===== config.mk =====
export PLATFORM = sky130hd
export DESIGN_NAME = mfgs_ctrl
export DESIGN_NICKNAME = d
export VERILOG_FILES = /design/src/hw/rtl/mfgs_pkg.sv /design/src/hw/rtl/mfgs_ctrl.sv
export SDC_FILE = /design/constraint.sdc
export NUM_CORES = 1
export LEC_CHECK = 0
export CORE_AREA = 2 2 39 41
export CTS_CLUSTER_DIAMETER = 40
export DETAILED_ROUTE_END_ITERATION = 10
export DIE_AREA = 0 0 41 43
export DONT_BUFFER_PORTS = 1
export PLACE_DENSITY = 0.4
export SLEW_MARGIN = 20
export SYNTH_ARGS = -nofsm -noshare
export SYNTH_HDL_FRONTEND = slang
export SYNTH_SLANG_ARGS = --single-unit

===== constraint.sdc =====
create_clock -name clk -period 2.7 [get_ports clk]
set_clock_uncertainty 0.2 [all_clocks]
set_input_delay 0.54 -clock clk [delete_from_list [all_inputs] [get_ports clk]]
set_output_delay 0.54 -clock clk [all_outputs]
set_load 0.1 [all_outputs]

===== src/hw/rtl/mfgs_pkg.sv =====
`default_nettype none
package mfgs_pkg;

    // frame geometry
    localparam int FRAME_WIDTH  = 256;
    localparam int FRAME_HEIGHT = 64;
    localparam int ROW_BYTES    = (FRAME_WIDTH + 7) / 8;
    localparam int STORE_BYTES  = ROW_BYTES * FRAME_HEIGHT;
    localparam int ADDR_W       = (STORE_BYTES > 1) ? $clog2(STORE_BYTES) : 1;

    // word layout
    localparam int IN_DATA_W  = 40;
    localparam int IN_USER_W  = 2;
    localparam int OUT_DATA_W = 8;
    localparam int OUT_USER_W = 2;

    // header and step counting
    localparam int HDR_LEN   = 7;
    localparam int GRAY_LEN  = 4;
    localparam int STEP_W    = 3;

    // command codes
    localparam logic [1:0] CMD_PLOT  = 2'd0;
    localparam logic [1:0] CMD_CLEAR = 2'd1;
    localparam logic [1:0] CMD_SCAN  = 2'd2;

    // pen codes
    localparam logic [1:0] PEN_SET    = 2'd0;
    localparam logic [1:0] PEN_CLR    = 2'd1;
    localparam logic [1:0] PEN_INV    = 2'd2;
    localparam logic [1:0] PEN_NOCHG  = 2'd3;

    // gray nibbles
    localparam logic [3:0] NIB_ON  = 4'hf;
    localparam logic [3:0] NIB_OFF = 4'h0;

    typedef enum logic [2:0] {
        ST_CLEAR,
        ST_IDLE,
        ST_PLOT_RD,
        ST_PLOT_WR,
        ST_SCAN_RD,
        ST_HDR,
        ST_GRAY
    } mfgs_state_t;

    // controller to datapath
    typedef struct packed {
        logic capture;
        logic plot_rd;
        logic plot_wr;
        logic clr_run;
        logic scan_rd;
        logic hdr_load;
        logic gray_load;
        logic cnt_clr;
        logic cnt_inc;
        logic ptr_adv;
    } mfgs_cmd_t;

    // datapath to controller
    typedef struct packed {
        logic load_ok;
        logic ptr_zero;
        logic hdr_last;
        logic gray_last;
        logic clr_done;
    } mfgs_status_t;

    // panel header: {is_data, byte}
    function automatic logic [8:0] hdr_word(input logic [STEP_W-1:0] idx);
        logic [8:0] w;
        case (idx)
            3'd0:    w = {1'b0, 8'h15};
            3'd1:    w = {1'b1, 8'h1c};
            3'd2:    w = {1'b1, 8'h5b};
            3'd3:    w = {1'b0, 8'h75};
            3'd4:    w = {1'b1, 8'h00};
            3'd5:    w = {1'b1, 8'h63};
            default: w = {1'b0, 8'h5c};
        endcase
        return w;
    endfunction

endpackage
`default_nettype wire


===== src/hw/rtl/mfgs_ctrl.sv =====
`default_nettype none
module mfgs_ctrl (
    input  wire logic                  clk,
    input  wire logic                  rst_n,
    input  wire logic                  s_tvalid,
    output logic                       s_tready,
    input  wire logic [1:0]            command,
    output mfgs_pkg::mfgs_cmd_t        cmd,
    input  wire mfgs_pkg::mfgs_status_t stat
);

    mfgs_pkg::mfgs_state_t state_reg, state_next;
    logic accept;

    assign s_tready = (state_reg == mfgs_pkg::ST_IDLE);
    assign accept   = s_tvalid && s_tready;

    // state register, reset starts the clearing pass
    always_ff @(posedge clk or negedge rst_n)
    begin
        if (!rst_n)
        begin
            state_reg <= mfgs_pkg::ST_CLEAR;
        end
        else
        begin
            state_reg <= state_next;
        end
    end

    // next state
    always_comb
    begin
        state_next = state_reg;
        unique case (state_reg)
            mfgs_pkg::ST_CLEAR:
            begin
                if (stat.clr_done)
                begin
                    state_next = mfgs_pkg::ST_IDLE;
                end
            end
            mfgs_pkg::ST_IDLE:
            begin
                if (accept)
                begin
                    unique case (command)
                        mfgs_pkg::CMD_PLOT:  state_next = mfgs_pkg::ST_PLOT_RD;
                        mfgs_pkg::CMD_CLEAR: state_next = mfgs_pkg::ST_CLEAR;
                        mfgs_pkg::CMD_SCAN:  state_next = mfgs_pkg::ST_SCAN_RD;
                        default:             state_next = mfgs_pkg::ST_IDLE;
                    endcase
                end
            end
            mfgs_pkg::ST_PLOT_RD: state_next = mfgs_pkg::ST_PLOT_WR;
            mfgs_pkg::ST_PLOT_WR: state_next = mfgs_pkg::ST_IDLE;
            mfgs_pkg::ST_SCAN_RD:
            begin
                state_next = stat.ptr_zero ? mfgs_pkg::ST_HDR : mfgs_pkg::ST_GRAY;
            end
            mfgs_pkg::ST_HDR:
            begin
                if (stat.load_ok && stat.hdr_last)
                begin
                    state_next = mfgs_pkg::ST_GRAY;
                end
            end
            mfgs_pkg::ST_GRAY:
            begin
                if (stat.load_ok && stat.gray_last)
                begin
                    state_next = mfgs_pkg::ST_IDLE;
                end
            end
            default: state_next = mfgs_pkg::ST_IDLE;
        endcase
    end

    // datapath commands
    always_comb
    begin
        cmd = '0;
        unique case (state_reg)
            mfgs_pkg::ST_CLEAR:
            begin
                cmd.clr_run = 1'b1;
            end
            mfgs_pkg::ST_IDLE:
            begin
                cmd.capture = accept;
                cmd.cnt_clr = 1'b1;
            end
            mfgs_pkg::ST_PLOT_RD:
            begin
                cmd.plot_rd = 1'b1;
            end
            mfgs_pkg::ST_PLOT_WR:
            begin
                cmd.plot_wr = 1'b1;
            end
            mfgs_pkg::ST_SCAN_RD:
            begin
                cmd.scan_rd = 1'b1;
            end
            mfgs_pkg::ST_HDR:
            begin
                cmd.hdr_load = stat.load_ok;
                cmd.cnt_clr  = stat.load_ok && stat.hdr_last;
                cmd.cnt_inc  = stat.load_ok && !stat.hdr_last;
            end
            mfgs_pkg::ST_GRAY:
            begin
                cmd.gray_load = stat.load_ok;
                cmd.cnt_inc   = stat.load_ok && !stat.gray_last;
                cmd.ptr_adv   = stat.load_ok && stat.gray_last;
            end
            default:
            begin
                cmd = '0;
            end
        endcase
    end

endmodule
`default_nettype wire


==> reports/results.txt, run 1 <==
The share of async-settable or async-resettable flops after synthesis is 1.00, and the clock sink count is 3. In this run the vertical extent of the chip is 43 um. For this run, the post-layout net count is 69.

Synthesis produced a netlist with a net count of 54. The first global-routing pass estimated 1.36 mm of wire. The number of endpoints with negative hold slack in the final report was 0; the average size of a mapped cell was 7.19 sq um. In this run, synthesis inferred 0 flip-flops with an integrated enable. Timing would allow up to 0.413 GHz.

Yosys printed 0 warnings. The register clock-pin slew on the reported worst setup and hold paths works out to 40 ps. After synthesis the netlist holds a flip-flop and latch count of 3. The fraction of layout instances using a drive strength above 1 works out to 0.483.

In this run the core area contains 14 standard-cell rows. The number of global-route vias before repair was 288; the mean number of vias per cell was 4.59. The synthesized netlist occupies a cell area of 317 sq um. For the antenna cell count, the log shows 0. Summed over all layers, the global routing overflow is 0. The final critical-path required period works out to 2420 ps. After floorplanning, the core was sized to cover 1380 sq um. For the max-slew violation count, the log shows 0.

The min-delay analysis places its worst path in the category input pin to asynchronous set/reset pin. The root buffer cell was clkbuf_4. The total global-route track usage was 0.120; the number of hold buffers added after CTS was 1. The final layout contains routed wiring with a total length of 847 um.

Setup repair after global routing left no endpoint under its margin. The congestion estimate from routability-driven global placement came to 0.741. In this run the post-CTS setup repair buffer count came out at 0.

The worst reg2reg path depth came out at 4. The later pin in the worst-skew pair is clocked with a latency of 230 ps. By startpoint and endpoint, the worst setup path is classified as flop to primary output. From synthesis to final layout, the design area changed by 58.1%.

The full die area came out at 1760 sq um. Detailed placement ended at an HPWL of 644 um. In the layout the commonest cells are 12 x buf_4, 7 x nor2_2, 5 x nand2_1. In the final routed layout, each cell accounts on average for 11.4 um. For the initial antenna violation count, the log shows 0. Across the run, the number of max-cap violations was 0. The initial standard-cell utilization of the core is 0.229, and the number of instances resized during post-cts repair is 0. The data arrival time of the critical path came out at 1680 ps.

For the worst max-slew margin expressed relative to the limit, the log shows 0.668. The highest net fanout along the worst path is 11, and the pin count of the biggest net entering global routing is 15. The post-route fraction of the period consumed by the critical path is 0.897.

The flip-flop count of the largest register after layout came out at 3. 21 I/O pins were placed. The library cell used most frequently in the layout, excluding fill and tap cells, is buf_4. The run gives 44 as the number of cells produced by synthesis. For this block, the initial DRC count from the detailed router was 7. The worst setup path is captured at a primary output. For the count of distinct cell types in the synthesized netlist, the log shows 25.

Setup violations remaining at the end of the flow were counted as 0. In this run the tool buffered the top-level ports with 0 buffer cells. The die width works out to 41 um. For this run, the detailed router's first-pass iteration total came to 4.

The routed layout has 340 vias. The setup total negative slack was 0 ps. For this run, design rule violations remaining after detail routing come to 0. In this run the deepest clock path goes through 2 buffers. At the pin with the least slew margin, the transition time is 498 ps.

TritonCTS built the clock tree. The flow ran to the end, and the final reports show no timing, DRC or antenna violations. For the sequential-to-total area share from yosys stat, the log shows 0.237. The run gives 1 as the maximum level of the CTS H-tree.

Sort of element at the start of the critical path: a flop. Worst endpoint required time: 1960 ps. The top flip-flop cell by instance count after synthesis was dfrtp_1. The count of nets left with antenna violations once routing finished came out at 0. The number of clock buffers added by TritonCTS is 3.
## synth_stat cells, drive strengths merged, types with 2 or more instances
cell / count / area (sq um)
nor2: 8 / 30.0
nand2: 5 / 18.8
buf: 4 / 26.3
a31oi: 3 / 25.0
dfrtp: 3 / 75.1
nand2b: 3 / 18.8
nor3: 2 / 10.0
## stage by stage
step           instances  hold WS [ps]  setup WS (ps)  instance area, sq um   util
5_1_grt               74           363            173                   500  0.362
6_report              74           357            277                   500  0.362
3_3_place_gp          69          44.5            541                   464  0.335
2_1_floorplan         44          44.4           -477                   340      -
4_1_cts               74           356            263                   500  0.362
3_5_place_dp          69          44.5            527                   464  0.335
## worst paths after layout
check	slack (ps)	start	to
setup / recovery	280	state_reg[1]$_DFFE_PN0P_	cmd[1]
hold / removal	360	rst_n	state_reg[2]$_DFFE_PN0P_
setup reg to reg	1040	state_reg[2]$_DFFE_PN0P_	state_reg[2]$_DFFE_PN0P_
hold reg to reg	570	state_reg[0]$_DFFE_PN0P_	state_reg[2]$_DFFE_PN0P_
max in group asynchronous	1790	rst_n	state_reg[0]$_DFFE_PN0P_
min in group clk	380	command[1]	state_reg[0]$_DFFE_PN0P_
## layer usage
metal  vias to the layer above  track usage  routed length [um]
met5                         -            0                   0
met4                         0       0.0800                   0
met3                         0       0.0733                  49
met2                        10        0.138                 393
met1                       148        0.159                 404
li1                        182            -                   -
## kinds of logic (layout without fill, tap and decap cells)
logic type,count (synthesis),after routing,synth area share
compound gates,11,11,0.281
flops,3,3,0.237
simple gates,25,25,0.387
buf+inv,5,19,0.0948
## cell type report
class	instances	area (sq um)
sequential	3	75.1
timing repair buffer	14	120
fill	152	883
clock buffer	4	26.3
inverter	1	3.75
multi-input combinational	36	255
tap	16	20.0
## worst max-delay path: stages, from the launching register on
cell and delay, ps:
dfrtp_1 520, nand2b_1 330, o22a_1 240, nor2_2 70
buf_4 290
Power of run 1 is left out: the tool's default activity adds up to more than one toggle a clock period on the data nets, which glitch-free logic cannot reach.
==> inputs of run 2 (changes only) <==
--- a/config.mk
+++ b/config.mk
@@ -11,6 +11,7 @@
 export DIE_AREA = 0 0 41 43
 export DONT_BUFFER_PORTS = 1
 export PLACE_DENSITY = 0.4
+export RECOVER_POWER = 25
 export SLEW_MARGIN = 20
 export SYNTH_ARGS = -nofsm -noshare
 export SYNTH_HDL_FRONTEND = slang
==> reports/results.txt, run 2 (synthesis results as in run 1) <==
Maximum count of clock buffers along a single path: 2 (unchanged). The number of DRC markers in iteration 0 is 7 (unchanged). TritonCTS built the clock tree. The run gives 3 (unchanged) as the clock sink count. The tools report the filler-free cell count of the finished design as 74 (unchanged). The highest net fanout along the worst path was 11 (unchanged).

The number of optimization iterations in the first detailed-route pass came out at 4 (unchanged). Most frequent cells in the layout: 11 x buf_4, 7 x nor2_2, 5 x nand2_1 (was 12 x buf_4, 7 x nor2_2, 5 x nand2_1). The register clock-pin slew on the reported worst setup and hold paths was 40 ps (about the same). The run finished with clean final reports. The tools report the endpoint type of the worst setup path as a primary output (unchanged). The remaining global-route overflow was 0 (unchanged). The run gives 0.669 (was 0.668) as the worst max-slew margin expressed relative to the limit. The final setup violation count is 0 (unchanged). The tools report the number of I/O pins as 21 (unchanged). Most common cell after layout, fill and taps aside: buf_4 (unchanged). The tools report the final layout net count as 69 (unchanged).

The tools report the sort of element at the start of the critical path as a flop (unchanged). The worst setup slack after layout was 278 ps (was 277 ps); the number of placement rows was 14 (unchanged). The flip-flop count of the largest register after layout works out to 3 (unchanged).

The type of the worst min-delay path was input pin to asynchronous set/reset pin (unchanged). For the count of antenna-violating nets left after detailed routing, the log shows 0 (unchanged). For the data arrival time of the critical path, the log shows 1680 ps (about the same). The number of global-route vias before repair is 288 (unchanged). The worst endpoint required time is 1960 ps (about the same). The fraction of layout instances using a drive strength above 1 came out at 0.466 (was 0.483). The tools report the number of buffers added by the clock tree synthesis step as 3 (unchanged).

The clock latency at the later pin of the worst-skew pair is 230 ps (about the same). Launching instance or port of the critical path: state_reg[1]$_DFFE_PN0P_ (unchanged). The slew at the pin closest to its max-slew limit works out to 496 ps (was 498 ps).

The final critical-path required period came out at 2420 ps (about the same). The number of buffers added on ports was 0 (unchanged). The run gives 153 (was 152) as the fill cell total of the finished layout.

The total global-route track usage was 0.120 (unchanged); the post-route fraction of the period consumed by the critical path was 0.897 (about the same). The number of endpoints with negative hold slack in the final report is 0 (unchanged). The die width came out at 41 um (unchanged). The antenna cell count is 0 (unchanged). The placeable core region is 1380 sq um (unchanged), and the initial antenna violation count is 0 (unchanged).

The tools report the beginning of the worst register-to-register path as state_reg[2]$_DFFE_PN0P_ (unchanged). The full die area is 1760 sq um (unchanged), and the initial standard-cell utilization of the core is 0.229 (unchanged). The logs give 15 (unchanged) for the pin count of the biggest net entering global routing and 0.741 (unchanged) for the final RePlAce weighted congestion.

The tools report the detailed-route DRC error count as 0 (unchanged). The maximum level of the CTS H-tree was 1 (unchanged). The run gives 340 (unchanged) as the detailed-route via count.

The tools report the max-slew violation count as 0 (unchanged). The tools report the number of setup buffers added after CTS as 0 (unchanged). Setup repair after global routing left no endpoint under its margin. The number of placed instances, taps included is 69 (unchanged). The run gives 527 ps (unchanged) as the pre-CTS setup slack. For the count of max-cap constraint violations, the log shows 0 (unchanged).

Average routed wire per standard cell: 11.5 um (was 11.4 um). The tools report the HPWL after detailed placement as 644 um (unchanged). The fmax came out at 0.413 GHz (about the same). The mean number of vias per cell was 4.59 (unchanged); the total length of routed wires was 848 um (was 847 um). The root buffer cell was clkbuf_4 (unchanged). The area growth from synthesis to layout is 56.9% (was 58.1%). The startpoint-to-endpoint class of the critical path was flop to primary output (unchanged). The die outline height works out to 43 um (unchanged).

The tools report the global-route wire length before repair as 1.36 mm (unchanged).
run 2: changes by cell type in the layout (fill, tap and decap cells not counted), sizes merged:
cell    change
clkbuf      +1
buf         -1
run 2: area by class of cell:
class,instances,area (sq um),share of cell area
multi-input cells,36,255,0.514
repair buffers,14,116,0.234
flip-flops and latches,3,75.1,0.151
clock buffers,4,26.3,0.0529
well taps,16,20.0,0.0403
inverters,1,3.75,0.00756
run 2: through the flow:
stage	utilization	area (sq um)	hold slack, ps	setup TNS, ps
after floorplan	-	340	44.4	-559
final	0.359	497	357	0
after CTS	0.362	500	356	0
after global placement	0.335	464	44.5	0
after global routing	0.359	497	363	0
after detailed placement	0.335	464	44.5	0
run 2: worst paths after layout:
check / slack (ps) / end / cells after the start
worst min-delay path: 360 / state_reg[2]$_DFFE_PN0P_ / 1
worst max register to register: 970 / state_reg[2]$_DFFE_PN0P_ / 4
worst min register to register: 570 / state_reg[2]$_DFFE_PN0P_ / 2
worst max-delay path: 280 / cmd[1] / 4
min in group clk: 380 / state_reg[0]$_DFFE_PN0P_ / 3
max in group asynchronous: 1790 / state_reg[0]$_DFFE_PN0P_ / 1
run 2: repair_timing:
item / 4_1_cts / 5_1_grt
resized for setup: 0 / 0
endpoints found under the setup margin: 0 / 0
hold buffers: 1 / 0
endpoints found under the hold margin: 3 / 0
run 2: routing by layer:
metal	global-route usage	vias to the layer above	routed length, um
li1	-	182	-
met1	0.159	148	405
met2	0.138	10	393
met3	0.0733	0	49
met4	0.0800	0	0
met5	0	-	0
run 2: worst max-delay path, stage by stage (launching register included):
cell and delay, ps:
dfrtp_1 520, nand2b_1 330, o22a_1 240, nor2_2 70
buf_4 290
Power of run 2 is left out for the same reason.
